==> config.mk <==
export PLATFORM = sky130hd
export DESIGN_NAME = integer_to_ascii_radix
export DESIGN_NICKNAME = d
export VERILOG_FILES = /design/src/rtl/itoa_pkg.sv /design/src/rtl/itoa_div.sv /design/src/rtl/integer_to_ascii_radix.sv
export SDC_FILE = /design/constraint.sdc
export NUM_CORES = 1
export LEC_CHECK = 0
export ABC_AREA = 1
export ABC_CLOCK_PERIOD_IN_PS = 3400
export BUFFER_PORTS_ARGS = -buffer_cell sky130_fd_sc_hd__buf_2
export CORE_ASPECT_RATIO = 0.7
export CORE_MARGIN = 4
export CORE_UTILIZATION = 45
export DETAILED_ROUTE_END_ITERATION = 10
export PLACE_DENSITY = 0.72
export SKIP_CTS_REPAIR_TIMING = 1
export SLEW_MARGIN = 20
export SYNTH_ARGS = -nofsm -noshare
export SYNTH_HDL_FRONTEND = slang
export SYNTH_SLANG_ARGS = --single-unit
==> constraint.sdc <==
create_clock -name i_clk -period 3.4 [get_ports i_clk]
set_input_delay 0.68 -clock i_clk [delete_from_list [all_inputs] [get_ports i_clk]]
set_output_delay 0.68 -clock i_clk [all_outputs]
set_load 0.1 [all_outputs]
==> src/rtl/itoa_pkg.sv <==
package itoa_pkg;

    localparam int C_BASE_W = 6;
    localparam int C_CHAR_W = 7;

    localparam logic [C_BASE_W-1:0] C_BASE_MIN   = 6'd2;
    localparam logic [C_BASE_W-1:0] C_BASE_MAX   = 6'd36;
    localparam logic [C_BASE_W-1:0] C_BASE_DEC   = 6'd10;
    localparam logic [C_BASE_W-1:0] C_MAX_DEC_DIGIT = 6'd9;

    localparam logic [C_CHAR_W-1:0] C_ASCII_ZERO  = 7'h30;
    localparam logic [C_CHAR_W-1:0] C_ASCII_A     = 7'h61;
    localparam logic [C_CHAR_W-1:0] C_ASCII_MINUS = 7'h2D;

    typedef logic [C_BASE_W-1:0] t_base;
    typedef logic [C_CHAR_W-1:0] t_char;

    function automatic t_base eff_base(input t_base b);
        t_base r;
        if (b < C_BASE_MIN) begin
            r = C_BASE_MIN;
        end else if (b > C_BASE_MAX) begin
            r = C_BASE_MAX;
        end else begin
            r = b;
        end
        return r;
    endfunction

    function automatic t_char digit_to_ascii(input t_base d);
        t_char r;
        if (d > C_MAX_DEC_DIGIT) begin
            r = C_CHAR_W'(d - C_BASE_DEC) + C_ASCII_A;
        end else begin
            r = C_CHAR_W'(d) + C_ASCII_ZERO;
        end
        return r;
    endfunction

endpackage

==> src/rtl/itoa_div.sv <==
module itoa_div #(
    parameter int VALUE_WIDTH = 16
) (
    input  logic                   i_clk,
    input  logic                   i_rst_n,
    input  logic                   i_start,
    input  logic [VALUE_WIDTH-1:0] i_dividend,
    input  itoa_pkg::t_base        i_divisor,
    output logic                   o_done,
    output logic [VALUE_WIDTH-1:0] o_quot,
    output itoa_pkg::t_base        o_rem
);
    import itoa_pkg::*;

    localparam int CW = $clog2(VALUE_WIDTH + 1);

    logic [VALUE_WIDTH-1:0] r_q;
    logic [VALUE_WIDTH-1:0] n_q;
    t_base                  r_rem;
    t_base                  n_rem;
    t_base                  r_div;
    logic [CW-1:0]          r_cnt;
    logic                   r_done;
    logic [C_BASE_W:0]      w_sh;
    logic [C_BASE_W:0]      w_diff;
    logic                   w_ge;

    always_comb begin
        w_sh   = {r_rem, r_q[VALUE_WIDTH-1]};
        w_ge   = w_sh >= {1'b0, r_div};
        w_diff = w_sh - {1'b0, r_div};
        n_rem  = w_ge ? w_diff[C_BASE_W-1:0] : w_sh[C_BASE_W-1:0];
        n_q    = {r_q[VALUE_WIDTH-2:0], w_ge};
    end

    always_ff @(posedge i_clk) begin
        if (!i_rst_n) begin
            r_cnt  <= '0;
            r_done <= 1'b0;
        end else begin
            r_done <= 1'b0;
            if (i_start) begin
                r_cnt <= CW'(VALUE_WIDTH);
            end else if (r_cnt != '0) begin
                r_cnt <= r_cnt - 1'b1;
                if (r_cnt == CW'(1)) begin
                    r_done <= 1'b1;
                end
            end
        end
    end

    always_ff @(posedge i_clk) begin
        if (i_start) begin
            r_q   <= i_dividend;
            r_rem <= '0;
            r_div <= i_divisor;
        end else if (r_cnt != '0) begin
            r_q   <= n_q;
            r_rem <= n_rem;
        end
    end

    assign o_done = r_done;
    assign o_quot = r_q;
    assign o_rem  = r_rem;

endmodule

==> src/rtl/integer_to_ascii_radix.sv <==
// Channel   Direction  Handshake                   Payload
// in        input      i_in_valid / o_in_ready     i_value
// out       output     o_out_valid / i_out_ready   o_out_char, o_last_char
// cfg       input      i_cfg_we                    i_cfg_data (base, 2 to 36)
//
// Each digit is one division on the shared restoring divider, and the digits of an
// item are found one after another; a leading minus and any cycles the output is
// stalled add to the time an item takes.
// Reset is synchronous, active low; the base resets to 10.
// New items are taken only between conversions; one output register holds a char.
module integer_to_ascii_radix #(
    parameter int VALUE_WIDTH = 16
) (
    input  logic                          i_clk,
    input  logic                          i_rst_n,
    input  logic                          i_in_valid,
    output logic                          o_in_ready,
    input  logic signed [VALUE_WIDTH-1:0] i_value,
    output logic                          o_out_valid,
    input  logic                          i_out_ready,
    output itoa_pkg::t_char               o_out_char,
    output logic                          o_last_char,
    input  logic                          i_cfg_we,
    input  itoa_pkg::t_base               i_cfg_data
);
    import itoa_pkg::*;

    localparam int CW = $clog2(VALUE_WIDTH + 1);
    localparam int IW = $clog2(VALUE_WIDTH);

    typedef enum logic [3:0] {
        S_IDLE  = 4'b0001,
        S_DIV   = 4'b0010,
        S_MINUS = 4'b0100,
        S_EMIT  = 4'b1000
    } t_state;

    t_state                 r_state;
    t_base                  r_base_radix;
    t_base                  r_base;
    logic                   r_neg;
    logic [CW-1:0]          r_cnt;
    t_base                  r_store [VALUE_WIDTH];
    logic                   r_out_valid;
    t_char                  r_out_char;
    logic                   r_last;

    logic                   w_accept;
    logic                   w_slot_free;
    logic                   w_emit;
    t_base                  w_eff;
    logic                   w_neg;
    logic [VALUE_WIDTH-1:0] w_mag;
    logic [CW-1:0]          w_rd_cnt;
    logic [IW-1:0]          w_rd_idx;
    logic                   w_div_start;
    logic [VALUE_WIDTH-1:0] w_div_dividend;
    t_base                  w_div_divisor;
    logic                   w_div_done;
    logic [VALUE_WIDTH-1:0] w_div_quot;
    t_base                  w_div_rem;
    logic                   w_more;

    assign o_in_ready  = (r_state == S_IDLE);
    assign w_accept    = i_in_valid && o_in_ready;
    assign w_slot_free = !r_out_valid || i_out_ready;
    assign w_emit      = ((r_state == S_MINUS) || (r_state == S_EMIT)) && w_slot_free;
    assign w_more      = (r_state == S_DIV) && w_div_done && (w_div_quot != '0);
    assign w_rd_cnt    = r_cnt - 1'b1;
    assign w_rd_idx    = w_rd_cnt[IW-1:0];

    always_comb begin
        w_eff = eff_base(r_base_radix);
        w_neg = (w_eff == C_BASE_DEC) && i_value[VALUE_WIDTH-1];
        if (w_neg) begin
            w_mag = ~$unsigned(i_value) + VALUE_WIDTH'(1);
        end else begin
            w_mag = $unsigned(i_value);
        end
        w_div_start    = w_accept || w_more;
        w_div_dividend = w_accept ? w_mag : w_div_quot;
        w_div_divisor  = w_accept ? w_eff : r_base;
    end

    itoa_div #(
        .VALUE_WIDTH(VALUE_WIDTH)
    ) u_div (
        .i_clk      (i_clk),
        .i_rst_n    (i_rst_n),
        .i_start    (w_div_start),
        .i_dividend (w_div_dividend),
        .i_divisor  (w_div_divisor),
        .o_done     (w_div_done),
        .o_quot     (w_div_quot),
        .o_rem      (w_div_rem)
    );

    always_ff @(posedge i_clk) begin
        if (!i_rst_n) begin
            r_base_radix <= C_BASE_DEC;
        end else if (i_cfg_we) begin
            r_base_radix <= i_cfg_data;
        end
    end

    always_ff @(posedge i_clk) begin
        if (!i_rst_n) begin
            r_state     <= S_IDLE;
            r_cnt       <= '0;
            r_neg       <= 1'b0;
            r_out_valid <= 1'b0;
        end else begin
            if (w_emit) begin
                r_out_valid <= 1'b1;
            end else if (i_out_ready) begin
                r_out_valid <= 1'b0;
            end
            unique case (r_state)
                S_IDLE: begin
                    if (w_accept) begin
                        r_cnt   <= '0;
                        r_neg   <= w_neg;
                        r_state <= S_DIV;
                    end
                end
                S_DIV: begin
                    if (w_div_done) begin
                        r_cnt <= r_cnt + 1'b1;
                        if (w_div_quot == '0) begin
                            r_state <= r_neg ? S_MINUS : S_EMIT;
                        end
                    end
                end
                S_MINUS: begin
                    if (w_slot_free) begin
                        r_state <= S_EMIT;
                    end
                end
                S_EMIT: begin
                    if (w_slot_free) begin
                        r_cnt <= w_rd_cnt;
                        if (r_cnt == CW'(1)) begin
                            r_state <= S_IDLE;
                        end
                    end
                end
                default: begin
                    r_state <= S_IDLE;
                end
            endcase
        end
    end

    always_ff @(posedge i_clk) begin
        if (w_accept) begin
            r_base <= w_eff;
        end
        if ((r_state == S_DIV) && w_div_done) begin
            r_store[r_cnt[IW-1:0]] <= w_div_rem;
        end
        if ((r_state == S_MINUS) && w_slot_free) begin
            r_out_char <= C_ASCII_MINUS;
            r_last     <= 1'b0;
        end else if ((r_state == S_EMIT) && w_slot_free) begin
            r_out_char <= digit_to_ascii(r_store[w_rd_idx]);
            r_last     <= (r_cnt == CW'(1));
        end
    end

    assign o_out_valid = r_out_valid;
    assign o_out_char  = r_out_char;
    assign o_last_char = r_last;

endmodule

-- Word level (Yosys, flattened, before mapping)
Memories as Yosys holds them, arrays and structs flattened.
Cells that the tools add are included.
- memory bits (writable): 96
- output and inout bits: 10
- register bits: 65
- memories kept: 1
- bitwise gates (word level): 3
- equal/unequal tests: 14
- reduce and logical (&&, ||, !) cells: 23
- multiplexer cells: 28
- add/sub/neg operators: 8
- magnitude comparators: 4
- memories (name ; depth ; bits a word ; rd ports ; clocked after Yosys merged registers in ; write ports ; RTL line ; RTL):
    r_store ; 16 ; 6 ; 1 ; 0 ; 1 ; integer_to_ascii_radix.sv:43 ; t_base r_store [VALUE_WIDTH];
- operators with widths (kind ; number):
    16-bit two-way mux ; 4
    4-bit two-way mux ; 7
    5-bit two-way mux ; 5
    6-bit two-way mux ; 4
    16-bit by 1-bit adder with 16-bit output, second input constant ; 1
    16-bit zero test ; 1
    16-bit inverter ; 1
    4-bit case mux with 4 select lines ; 1
    16-bit nonzero test ; 1
    5-bit case mux with 3 select lines ; 1
    5-bit by 1-bit == test with 1-bit output, second input constant ; 2
    5-bit by 1-bit subtractor with 5-bit output, second input constant ; 2
    2-bit != test, second input constant ; 4
    6-bit by 6-bit adder with 7-bit output, second input constant ; 1
    7-bit adder, second input constant ; 1
    7-bit by 6-bit greater-or-equal comparator with 1-bit output ; 1
    1-bit logical AND ; 7
    7-bit two-way mux ; 1
    6-bit by 4-bit subtractor with 7-bit output, second input constant ; 1
    6-bit by 4-bit == test with 1-bit output, second input constant ; 1
    6-bit by 4-bit > comparator with 1-bit output, second input constant ; 1
    6-bit > comparator, second input constant ; 1
    6-bit by 2-bit < comparator with 1-bit output, second input constant ; 1
    2-bit by 1-bit != test with 1-bit output, second input constant ; 3
    18 further kinds ; 27

-- Longest topological paths before layout
Gate-level depths: netlist of the first run.
- word-level depth: 8
- gate-level depth with buffers: 25

-- Hierarchy
From an unflattened synthesis of the first run, not the netlist that was laid out.
- cells, all modules: 912
- area, all modules: 8179.1 µm²
- modules (own cells, without submodules) (module ; cells an instance ; times used ; area an instance (µm²) ; seq. area each (µm²)):
    integer_to_ascii_radix ; 705 ; 1 ; 6368.6 ; 3503.4
    itoa_div ; 207 ; 1 ; 1810.5 ; 900.9

-- Least setup slack after synthesis of the first run
No wires, ideal clock.
- path type: flip-flop to flip-flop
- from: register r_state[3]
- to: register u_div.r_q[0], in the netlist u_div.o_quot[0], enable pin
- required time: 3.037 ns
- cell stages (with the launch flop): 10
- library setup time: 0.363 ns
- arrival: 2.659 ns
- clock period less this slack: 3.022 ns
- path buffers: 1
- path slack: 0.378 ns
- path through: dfxtp_1 -> inv_1 -> nand2_1 -> nor3_2 -> nand2_1 -> inv_2 -> a21oi_1 -> buf_2 -> nand2_1 -> nand2_1
- elaborated cells between the ends (all ways): 9
- classes of those cells: eq/ne (3); reduce/logical (6)
- RTL lines (element ; RTL line ; RTL):
    start, declared ; integer_to_ascii_radix.sv:38 ; t_state r_state;
    start signal, assigned ; integer_to_ascii_radix.sv:130 ; r_state <= r_neg ? S_MINUS : S_EMIT;
    4-bit by 1-bit == test with 1-bit output (*) ; integer_to_ascii_radix.sv:64 ; assign o_in_ready = (r_state == S_IDLE);
    net o_in_ready ; integer_to_ascii_radix.sv:17 ; output logic o_in_ready,
    1-bit logical AND (*) ; integer_to_ascii_radix.sv:65 ; assign w_accept = i_in_valid && o_in_ready;
    1-bit logical OR ; integer_to_ascii_radix.sv:80 ; w_div_start = w_accept || w_more;
    2-bit != test (no line) or 2-bit nonzero test (tied branches) ; -- ;
    2-bit AND reduction (no line) (*) ; -- ;
    end signal, assigned ; itoa_div.sv:55 ; r_q <= i_dividend;
    end signal, assigned ; itoa_div.sv:59 ; r_q <= n_q;
    end, declared ; itoa_div.sv:17 ; logic [VALUE_WIDTH-1:0] r_q;
The timed path passes the listed nets; every way through them passes the cells marked *.
A chain may end at the register's enable or synchronous reset.

-- Worst setup path in the final report of the first run
- from: register r_cnt[1]
- to: register r_out_char[2], in the netlist o_out_char[2]
- cells in the longest elaborated chain, start to end: 5
- elaborated cells between the ends (all ways): 7
- classes of those cells: add/sub (4); order compare (1); mux (1); memory (1)
- ends and longest elaborated chain (element ; RTL line ; RTL):
    start, declared ; integer_to_ascii_radix.sv:42 ; logic [CW-1:0] r_cnt;
    start signal, assigned ; integer_to_ascii_radix.sv:128 ; r_cnt <= r_cnt + 1'b1;
    start signal, assigned ; integer_to_ascii_radix.sv:141 ; r_cnt <= w_rd_cnt;
    5-bit by 1-bit subtractor with 5-bit output (*) ; integer_to_ascii_radix.sv:69 ; assign w_rd_cnt = r_cnt - 1'b1;
    memory 16 x 6 bit (*) ; -- ;
    6-bit by 4-bit subtractor with 7-bit output ; itoa_pkg.sv:33 ; r = C_CHAR_W'(d - C_BASE_DEC) + C_ASCII_A;
    7-bit adder ; itoa_pkg.sv:33 ;
    7-bit two-way mux (*) ; itoa_pkg.sv:32 ; if (d > C_MAX_DEC_DIGIT) begin
    end signal, assigned ; integer_to_ascii_radix.sv:165 ; r_out_char <= digit_to_ascii(r_store[w_rd_idx]);
    end, declared ; integer_to_ascii_radix.sv:45 ; t_char r_out_char;
Every way passes the cells marked *; elsewhere a longest branch is shown, timed or not.

==> results of run 1 <==
[logic make-up after synthesis]
family | synth area share, %
AND/OR/NAND/NOR | 22.5
flip-flops | 56.0
buffers and inverters | 7.35
AO/OA/AOI/OAI | 9.38
adder cells (fa/ha/maj) | 3.59
XOR/XNOR | 1.19
[registers in the layout (all words and copies together) (netlist names)]
name / cells
r_store: 96
u_div.o_quot: 16
o_out_char: 7
r_base: 6
r_base_radix: 6
u_div.o_rem: 6
u_div.r_div: 6
r_cnt: 5
u_div.r_cnt: 5
r_state: 4
o_last_char: 1
o_out_valid: 1
r_neg: 1
u_div.o_done: 1
[tightest hold or removal path, delay by kind of cell]
kind	cells	cell delay, ns
AOI/OAI and AO/OA	2	0.11
buffers and inverters	1	0.07
[power by group through the flow]
stage | sequential (mW) | clock (mW) | combinational [mW]
final | 2.88 | 1.94 | 3.75
after global placement | 2.90 | 0 | 3.57
after CTS | 2.87 | 1.96 | 3.70
after detailed placement | 2.91 | 0 | 3.63
after floorplan | 3.25 | 0 | 2.39
after global routing | 2.91 | 2.05 | 4.14
[metrics by stage]
step,instances,instance area (um^2)
5_1_grt,1152,8880
4_1_cts,1152,8870
3_5_place_dp,1120,8280
3_3_place_gp,1120,8280
6_report,1152,8880
2_1_floorplan,866,7870
[metal layers]
layer  up-vias  share of wire (%)
li1       2999                  -
met1      2808                 50
met2       239                 40
met3        24                8.6
met4         0                1.4
met5         -                  0
[how the worst max path moves through the flow]
stage	from	endpoint	slack (ns)	depth (start not counted)
finish	r_cnt[1]$_SDFFE_PN0P_	o_out_char[2]$_SDFFE_PP1P_	0.38	18
floorplan	r_state[3]$_SDFFE_PN0P_	u_div.o_quot[0]$_DFFE_PP_	0.38	9
detailed placement	r_cnt[1]$_SDFFE_PN0P_	o_out_char[4]$_SDFFE_PP0P_	0.39	19
global route	r_cnt[1]$_SDFFE_PN0P_	o_out_char[3]$_SDFFE_PP1P_	0.07	18
global placement	r_cnt[1]$_SDFFE_PN0P_	o_out_char[0]$_SDFFE_PP1P_	0.52	18
CTS	r_cnt[1]$_SDFFE_PN0P_	o_out_char[4]$_SDFFE_PP0P_	0.35	19
[synth_stat cells (3+ instances only)]
master,instances
dfxtp_1,43
o21ai_1,21
nand3_1,80
nand3_2,6
a31oi_1,4
inv_1,91
buf_2,13
o211ai_1,11
buf_4,4
edfxtp_1,118
buf_6,6
o22ai_1,5
nand2_2,8
nand2_1,186
clkbuf_1,3
inv_2,13
xor2_1,5
nor3_1,7
a21oi_1,26
o21ai_0,53
nand4_1,4
ha_1,21
nor2_1,105
nor2_2,3
[layout make-up]
| type | instances | area (um^2) |
|---|---|---|
| repair buffers | 51 | 305 |
| clock buffers | 20 | 437 |
| well taps | 231 | 289 |
| fillers | 1554 | 8290 |
| multi-input cells | 572 | 2890 |
| flip-flops and latches | 161 | 4410 |
| inverters | 105 | 397 |
| clock inverters | 12 | 155 |
==> run summary, run 1 <==
antenna diode count -> 0
CP Class -> register to register
starting density of the core -> 45.8%
pre-CTS setup slack -> 0.394 ns
Max FO, Critical Path -> 18
htree depth -> 4
RSZ-0062 raised after global routing -> false
Max clock buf depth -> 2
worst min path class -> primary input to register
HP Start -> i_cfg_data[1]
Clock transition at path regs -> 0.06 ns
Antenna Nets Post-Route -> 0
Hold WS -> 0.465 ns
reg2reg path depth -> 18
Least-Margin Pin Slew -> 0.721 ns
Synth Register Bits -> 161
antenna violations before repair -> 0
commonest non-fill, non-tap cell in the layout -> nand2_1
final hold vios -> 0
switch share -> 42.6%
synthesized cell area -> 0.00787 mm^2
vias per inst -> 5.27
number of global-route vias before repair -> 5,642
Cell Rows -> 40
Final Max Slew Viols -> 0
drt pass-1 iters -> 6
GRT Resource Usage Total -> 18.5%
Crit path max-delay family -> simple AND/OR/NAND/NOR gates
grt peak-use layer -> met1
post-route clock period utilization -> 88.8%
share of cells above drive strength 1 -> 13.0%
Synth async-reset ratio -> 0%
area growth from synthesis to layout -> 12.8%
vias post-DR -> 6,070
DRT iter0 DRCs -> 717
Residual DRC -> 0
clock share of power -> 22.7%
most used cell, CP -> nand3_1
routing usage on met3 -> 4.91%
highest clock rate -> 331 MHz
final net count -> 957
Horiz. Die Dim -> 166 um
syn avg cell area -> 9.09 um^2
Mapped Cells -> 866
Unique masters post-synth -> 45
CTS sink cnt -> 161
sequential power share -> 33.6%
Leak -> 3.75 nW
worst vdd ir -> 0.724 mV
crit path cell chain -> inv_1 > ha_2 > inv_2 > nor2_1 > o21ai_0 > nand3_1 > nand3_1 > nand2_1 > inv_2 > ha_1 > nand3_2 > nand2_1 > nand2_2 > nand3_4 > inv_2 > nand3_1 > nand3_1 > nand2_1
met1 Usage GRT -> 28.9%
ys flop type -> edfxtp_1
Crit. End Element -> register
status -> completed
Startpoint Class -> register
cell area power density -> 965 mW/mm^2
PortBufs -> 36
internal power -> 4.92 mW
post-layout total power -> 8.57 mW
Setup TNS -> 0 ns
worst endpoint required time -> 3.72 ns
met2 GRT Util -> 25.1%
share of the synthesized area in the top cell type -> 45.0%
clock buffer count from CTS -> 17
Setup violations, final -> 0
Reg2Reg Setup Slack -> 0.38 ns
max incr delay on CP -> 0.47 ns
TritonCTS clock tree -> built
number of enable flip-flop cells after synthesis -> 118
Arr. time, crit path -> 3.34 ns
Worst Slack Setup Final -> 0.380 ns
die footprint -> 0.0197 mm^2
FF-to-FF End -> o_out_char[2]$_SDFFE_PP1P_
Hold Path Stages -> 3
slew margin rel. -> 51.8%
Buf/Inv on CP -> 4
most frequent cells in the layout -> 186 x nand2_1, 118 x edfxtp_1, 105 x nor2_1
CP max stage cell -> ha_2
cell accounting for the most synthesized area -> edfxtp_1
routability cong. -> 0.868
YS warnings -> 0
utilization after layout -> 51.7%
Syn Nets -> 915
Reg-to-Reg Start -> r_cnt[1]$_SDFFE_PN0P_
post-layout min period -> 3.02 ns
largest net degree at the start of global routing -> 53
clock skew -> 0.00892 ns
Psw -> 3.65 mW
height of the chip -> 119 um
register area share after synthesis -> 56.0%
Worst-Skew Late Latency -> 0.43 ns
final WL -> 18,200 um
maxcap violations -> 0
CTS Root Cell -> clkbuf_16
grt total ovfl -> 0
dominant cells by area after synthesis -> edfxtp_1 45%, dfxtp_1 11%, nand2_1 8.9%
Top-Level Pins -> 37
DP Wirelength -> 12,200 um
Worst Hold End -> r_base_radix[1]$_SDFFE_PN1P_
logic gate share of total power -> 43.7%
first-pass GRT wire length -> 29,300 um
Routed WL per cell -> 15.8 um
CORE AREA -> 0.0172 mm^2
(Power assumes the default switching activity.)
==> inputs of run 2 (changes only) <==
--- a/config.mk
+++ b/config.mk
@@ -10,11 +10,10 @@
 export BUFFER_PORTS_ARGS = -buffer_cell sky130_fd_sc_hd__buf_2
 export CORE_ASPECT_RATIO = 0.7
 export CORE_MARGIN = 4
-export CORE_UTILIZATION = 45
+export CORE_UTILIZATION = 35
 export DETAILED_ROUTE_END_ITERATION = 10
-export PLACE_DENSITY = 0.72
+export PLACE_DENSITY = 0.61
 export SKIP_CTS_REPAIR_TIMING = 1
-export SLEW_MARGIN = 20
 export SYNTH_ARGS = -nofsm -noshare
 export SYNTH_HDL_FRONTEND = slang
 export SYNTH_SLANG_ARGS = --single-unit
==> run 2 against run 1 <==
- global-route usage fell by 4.0 points
- critical path depth fell by 1
- largest power group unchanged
- sequential power is essentially flat
==> run summary, run 2 (synthesis gave the netlist of run 1 again) <==
Crit. End Element -> register
maxcap violations -> 0 (unchanged)
PortBufs -> 36 (unchanged)
cell area power density -> 941 mW/mm^2 (-2.6%)
area growth from synthesis to layout -> 13.2%
CTS sink cnt -> 161 (unchanged)
RSZ-0062 raised after global routing -> false
Setup TNS -> 0 ns (unchanged)
crit path cell chain -> inv_1 > ha_1 > buf_4 > o21ai_0 > o22ai_1 > o211ai_1 > nand2_1 > inv_1 > ha_1 > nand2_1 > inv_1 > nand4_2 > nand3_4 > inv_2 > nand3_1 > nand3_1 > nand2_1
Arr. time, crit path -> 3.28 ns (-0.06 ns)
CTS Root Cell -> clkbuf_16
vias post-DR -> 5,915 (-2.6%)
clock skew -> 0.0141 ns (+0.00522 ns)
Antenna Nets Post-Route -> 0 (unchanged)
slew margin rel. -> 40.9% (-11 points)
Leak -> 3.75 nW (+0.18%)
Largest register FFs -> 96 (unchanged)
CORE AREA -> 0.0219 mm^2 (+28%)
Top-Level Pins -> 37 (unchanged)
CP max stage cell -> ha_1
clock buffer count from CTS -> 17 (unchanged)
DP Area -> 0.00832 mm^2 (+0.44%)
drt pass-1 iters -> 5 (-1)
commonest non-fill, non-tap cell in the layout -> nand2_1
status -> completed
Max FO, Critical Path -> 18 (unchanged)
vias per inst -> 4.93 (-6.5%)
number of global-route vias before repair -> 5,305 (-6.0%)
DRT iter0 DRCs -> 521 (-27%)
Worst-Skew Late Latency -> 0.43 ns (about the same)
starting density of the core -> 35.9% (-9.9 points)
antenna diode count -> 0 (unchanged)
share of cells above drive strength 1 -> 13.2% (+0.14 points)
final net count -> 955 (-0.21%)
post-layout min period -> 2.95 ns (-0.0655 ns)
post-route clock period utilization -> 86.9% (-1.9 points)
Max clock buf depth -> 2 (unchanged)
worst vdd ir -> 0.471 mV (-35%)
DP Wirelength -> 12,500 um (+2.3%)
max incr delay on CP -> 0.46 ns (about the same)
die footprint -> 0.0250 mm^2 (+27%)
Cell Rows -> 45 (+13%)
worst endpoint required time -> 3.72 ns (about the same)
first-pass GRT wire length -> 29,000 um (-1.1%)
Reg2Reg Setup Slack -> 0.45 ns (+0.07 ns)
Horiz. Die Dim -> 187 um (+13%)
final WL -> 18,000 um (-0.62%)
Residual DRC -> 0 (unchanged)
htree depth -> 4 (unchanged)
Least-Margin Pin Slew -> 0.886 ns (+0.165 ns)
Routed WL per cell -> 15.0 um (-4.7%)
grt total ovfl -> 0 (unchanged)
routability cong. -> 0.831 (-4.2%)
most frequent cells in the layout -> 186 x nand2_1, 118 x edfxtp_1, 105 x nor2_1
GRT Resource Usage Total -> 14.5% (-4.0 points)
TritonCTS clock tree -> built
CP Class -> register to register
height of the chip -> 133 um (+12%)
Setup violations, final -> 0 (unchanged)
final hold vios -> 0 (unchanged)
highest clock rate -> 338 MHz (+2.2%)
Clock transition at path regs -> 0.07 ns (about the same)
largest net degree at the start of global routing -> 53 (unchanged)
Final Max Slew Viols -> 0 (unchanged)
antenna violations before repair -> 0 (unchanged)
Startpoint Class -> register
worst min path class -> register to register
Final Cell Area -> 0.00891 mm^2 (+0.37%)
-- run 2: final cells by class --
type,instances,area [um^2]
Timing Repair Buffer,49,278
Tap cell,282,353
Clock inverter,10,83.8
Sequential cell,161,4410
Fill cell,2165,13000
Inverter,105,397
Multi-Input combinational cell,572,2890
Clock buffer,22,507
-- run 2: report_power, final --
group	leakage [nW]	internal, mW	total [mW]	switching [mW]
Combinational	2.01	1.06	3.61	2.55
Clock	0.295	1.08	1.91	0.824
Sequential	1.45	2.67	2.86	0.190
-- run 2: critical path: cells and delay by family (launching register included) --
family,cells,cell delay (ns)
AOI/OAI and AO/OA,3,0.44
adders and majority gates,2,0.67
buffers and inverters,5,0.68
DFF,1,0.40
and+or+nand+nor,7,0.66
-- run 2: final timing paths --
check,startpoint,end,depth (start not counted)
min reg2reg,r_base[2]$_DFF_P_,r_base[2]$_DFF_P_,2
min,r_base[2]$_DFF_P_,r_base[2]$_DFF_P_,2
max,r_cnt[1]$_SDFFE_PN0P_,o_out_char[2]$_SDFFE_PP1P_,17
max reg2reg,r_cnt[1]$_SDFFE_PN0P_,o_out_char[2]$_SDFFE_PP1P_,17
-- run 2: per-stage QoR --
stage | power [mW] | instances | worst slack (ns) | util [%] | hold slack (ns)
2_1_floorplan | 5.64 | 866 | 0.378 | - | 0.418
3_3_place_gp | 6.46 | 1169 | 0.556 | 38.0 | 0.435
3_5_place_dp | 6.49 | 1169 | 0.493 | 38.0 | 0.442
4_1_cts | 8.40 | 1201 | 0.482 | 40.7 | 0.460
5_1_grt | 9.01 | 1201 | 0.135 | 40.7 | 0.477
6_report | 8.38 | 1201 | 0.445 | 40.7 | 0.454
-- run 2: layer usage --
layer	global-route usage (%)	vias to the layer above	share of wire (%)
li1	-	2989	-
met1	23.3	2757	53
met2	19.5	158	39
met3	4.06	11	7.3
met4	2.26	0	0.63
met5	0	-	0
==> inputs of run 3 (changes only) <==
--- a/config.mk
+++ b/config.mk
@@ -8,11 +8,13 @@
 export ABC_AREA = 1
 export ABC_CLOCK_PERIOD_IN_PS = 3400
 export BUFFER_PORTS_ARGS = -buffer_cell sky130_fd_sc_hd__buf_2
+export CELL_PAD_IN_SITES_DETAIL_PLACEMENT = 1
+export CELL_PAD_IN_SITES_GLOBAL_PLACEMENT = 2
 export CORE_ASPECT_RATIO = 0.7
 export CORE_MARGIN = 4
 export CORE_UTILIZATION = 35
 export DETAILED_ROUTE_END_ITERATION = 10
-export PLACE_DENSITY = 0.61
+export PLACE_DENSITY = 0.84
 export SKIP_CTS_REPAIR_TIMING = 1
 export SYNTH_ARGS = -nofsm -noshare
 export SYNTH_HDL_FRONTEND = slang
==> run 3 against run 2 <==
- first-iteration DRC count shrank 22%
- power grew 2.7%
- clock skew shrank 0.0027 ns
- clock power is essentially flat
- fmax shrank 6.1%
- register-to-register slack lost 0.19 ns
- global-route usage grew 2.5 points
- hold slack gained 0.011 ns
- sequential cell count is the same
- critical path type unchanged
- largest cell class unchanged
==> run summary, run 3 (synthesis gave the netlist of run 1 again) <==
grt total ovfl -> 0 (unchanged)
GRT Resource Usage Total -> 17.1% (+2.5 points)
number of global-route vias before repair -> 6,148 (+16%)
routability cong. -> 0.810 (-2.6%)
Final Max Slew Viols -> 0 (unchanged)
die footprint -> 0.0250 mm^2 (unchanged)
most frequent cells in the layout -> 186 x nand2_1, 118 x edfxtp_1, 105 x nor2_1
commonest non-fill, non-tap cell in the layout -> nand2_1
Max clock buf depth -> 2 (unchanged)
antenna diode count -> 0 (unchanged)
largest net degree at the start of global routing -> 53 (unchanged)
Top-Level Pins -> 37 (unchanged)
sequential power share -> 33.3% (-0.9 points)
Hold Path Stages -> 2 (unchanged)
starting density of the core -> 35.9% (unchanged)
area of the multi-input gates -> 0.00289 mm^2 (unchanged)
DRT iter0 DRCs -> 406 (-22%)
Routed WL per cell -> 17.4 um (+16%)
Crit. End Element -> register
register area -> 0.00441 mm^2 (unchanged)
Clock transition at path regs -> 0.07 ns (about the same)
slew margin rel. -> 32.4% (-8.5 points)
Reg-to-Reg Start -> r_cnt[1]$_SDFFE_PN0P_
clock share of power -> 22.5% (-0.2 points)
CORE AREA -> 0.0219 mm^2 (unchanged)
antenna violations before repair -> 0 (unchanged)
Worst Hold End -> u_div.r_cnt[1]$_SDFFE_PP0P_
CTS sink cnt -> 161 (unchanged)
drt pass-1 iters -> 9 (+4)
Psw -> 3.83 mW (+7.4%)
Buf/Inv on CP -> 5 (unchanged)
Leak -> 3.75 nW (-0.22%)
DP Wirelength -> 14,600 um (+17%)
clock buffer count from CTS -> 17 (unchanged)
max incr delay on CP -> 0.40 ns (-0.06 ns)
worst min path class -> register to register
Least-Margin Pin Slew -> 1.01 ns (+0.128 ns)
CP Class -> register to register
most used cell, CP -> nand2_1
HP Start -> u_div.r_cnt[1]$_SDFFE_PP0P_
Filler cells -> 2,553 (+18%)
final net count -> 955 (unchanged)
status -> completed
highest clock rate -> 318 MHz (-6.1%)
height of the chip -> 133 um (unchanged)
area growth from synthesis to layout -> 13.2% (about the same)
Largest register FFs -> 96 (unchanged)
post-route clock period utilization -> 92.6% (+5.7 points)
Horiz. Die Dim -> 187 um (unchanged)
RSZ-0062 raised after global routing -> false
Cell Rows -> 45 (unchanged)
vias per inst -> 5.04 (+2.4%)
cell area power density -> 966 mW/mm^2 (+2.7%)
TritonCTS clock tree -> built
Max FO, Critical Path -> 24 (+6)
final hold vios -> 0 (unchanged)
PortBufs -> 36 (unchanged)
FF-to-FF End -> o_out_char[4]$_SDFFE_PP0P_
internal power -> 4.78 mW (-0.76%)
Worst-Skew Late Latency -> 0.43 ns (about the same)
htree depth -> 4 (unchanged)
worst vdd ir -> 0.667 mV (+42%)
CP max stage cell -> dfxtp_1
clock skew -> 0.0115 ns (-0.00269 ns)
Setup violations, final -> 0 (unchanged)
first-pass GRT wire length -> 33,800 um (+17%)
Hold WS -> 0.465 ns (+0.0112 ns)
Setup TNS -> 0 ns (unchanged)
crit path cell chain -> inv_1 > ha_1 > buf_4 > o21ai_0 > o22ai_1 > o211ai_1 > nand2_1 > inv_1 > ha_1 > nand2_1 > inv_1 > nand2_1 > nor2_1 > nor2_2 > nand2_1 > nand2_1 > nand3_1 > nand3_1 > inv_1
Arr. time, crit path -> 3.48 ns (+0.20 ns)
reg2reg path depth -> 19 (+2)
Reg2Reg Setup Slack -> 0.25 ns (-0.19 ns)
maxcap violations -> 0 (unchanged)
vias post-DR -> 6,059 (+2.4%)
Residual DRC -> 0 (unchanged)
Crit path max-delay family -> simple AND/OR/NAND/NOR gates
share of cells above drive strength 1 -> 13.2% (unchanged)
logic gate share of total power -> 44.2% (+1.1 points)
Antenna Nets Post-Route -> 0 (unchanged)
final WL -> 20,900 um (+16%)
post-layout min period -> 3.15 ns (+0.193 ns)
worst endpoint required time -> 3.73 ns (about the same)
Startpoint Class -> register
CTS Root Cell -> clkbuf_16
switch share -> 44.5% (+2.0 points)
run 3: cell count changes in the layout (fill, tap and decap cells not counted), sizes merged:
cell / before / now
bufinv: 0 / 1
clkinvlp: 0 / 1
clkbuf: 22 / 17
clkinv: 3 / 5
inv: 112 / 113
run 3: cell type report:
type                    instances  share of cell area [%]
inverters                     105                    4.45
well taps                     282                    3.96
clock inverters                15                    1.87
clock buffers                  17                    4.77
multi-input cells             572                    32.4
flip-flops and latches        161                    49.4
repair buffers                 49                    3.12
run 3: metal layers:
metal / vias to the layer above / GRT usage, % / share of wire, %
met5: - / 0 / 0
met4: 0 / 3.53 / 0.82
met3: 14 / 3.88 / 4.4
met2: 103 / 25.1 / 43
met1: 2957 / 25.7 / 52
li1: 2985 / - / -
run 3: how the worst max path moves through the flow:
stage	startpoint	endpoint	slack, ns	cells after the start
2_1_floorplan	r_state[3]$_SDFFE_PN0P_	u_div.o_quot[0]$_DFFE_PP_	0.38	9
3_3_place_gp	r_cnt[1]$_SDFFE_PN0P_	o_out_char[3]$_SDFFE_PP1P_	0.46	17
3_5_place_dp	r_cnt[1]$_SDFFE_PN0P_	o_out_char[2]$_SDFFE_PP1P_	0.32	17
4_1_cts	r_cnt[1]$_SDFFE_PN0P_	o_out_char[2]$_SDFFE_PP1P_	0.28	17
5_1_grt	r_cnt[1]$_SDFFE_PN0P_	o_out_char[4]$_SDFFE_PP0P_	0.003	19
6_report	r_cnt[1]$_SDFFE_PN0P_	o_out_char[4]$_SDFFE_PP0P_	0.25	19
run 3: per-stage QoR:
step           cells  worst slack, ns  power [mW]  cell area, um^2  utilization, %
2_1_floorplan    866            0.378        5.64             7870               -
3_3_place_gp    1169            0.457        6.57             8320            38.0
3_5_place_dp    1169            0.323        6.66             8320            38.0
4_1_cts         1201            0.282        8.66             8910            40.7
5_1_grt         1201          0.00328        9.24             8910            40.7
6_report        1201            0.253        8.61             8910            40.7
run 3: worst min-delay path, delay by kind of cell, from the launching register on:
| family | cells | cell delay, ns |
|---|---|---|
| and+or+nand+nor | 1 | 0.06 |
| AOI/OAI and AO/OA | 1 | 0.05 |
| DFF | 1 | 0.31 |
run 3: power groups by stage:
| stage | Combinational [mW] | Clock (mW) | Sequential, mW |
|---|---|---|---|
| final | 3.81 | 1.94 | 2.87 |
| after floorplan | 2.39 | 0 | 3.25 |
| after global placement | 3.68 | 0 | 2.90 |
| after global routing | 4.27 | 2.07 | 2.90 |
| after detailed placement | 3.76 | 0 | 2.90 |
| after CTS | 3.82 | 1.98 | 2.86 |
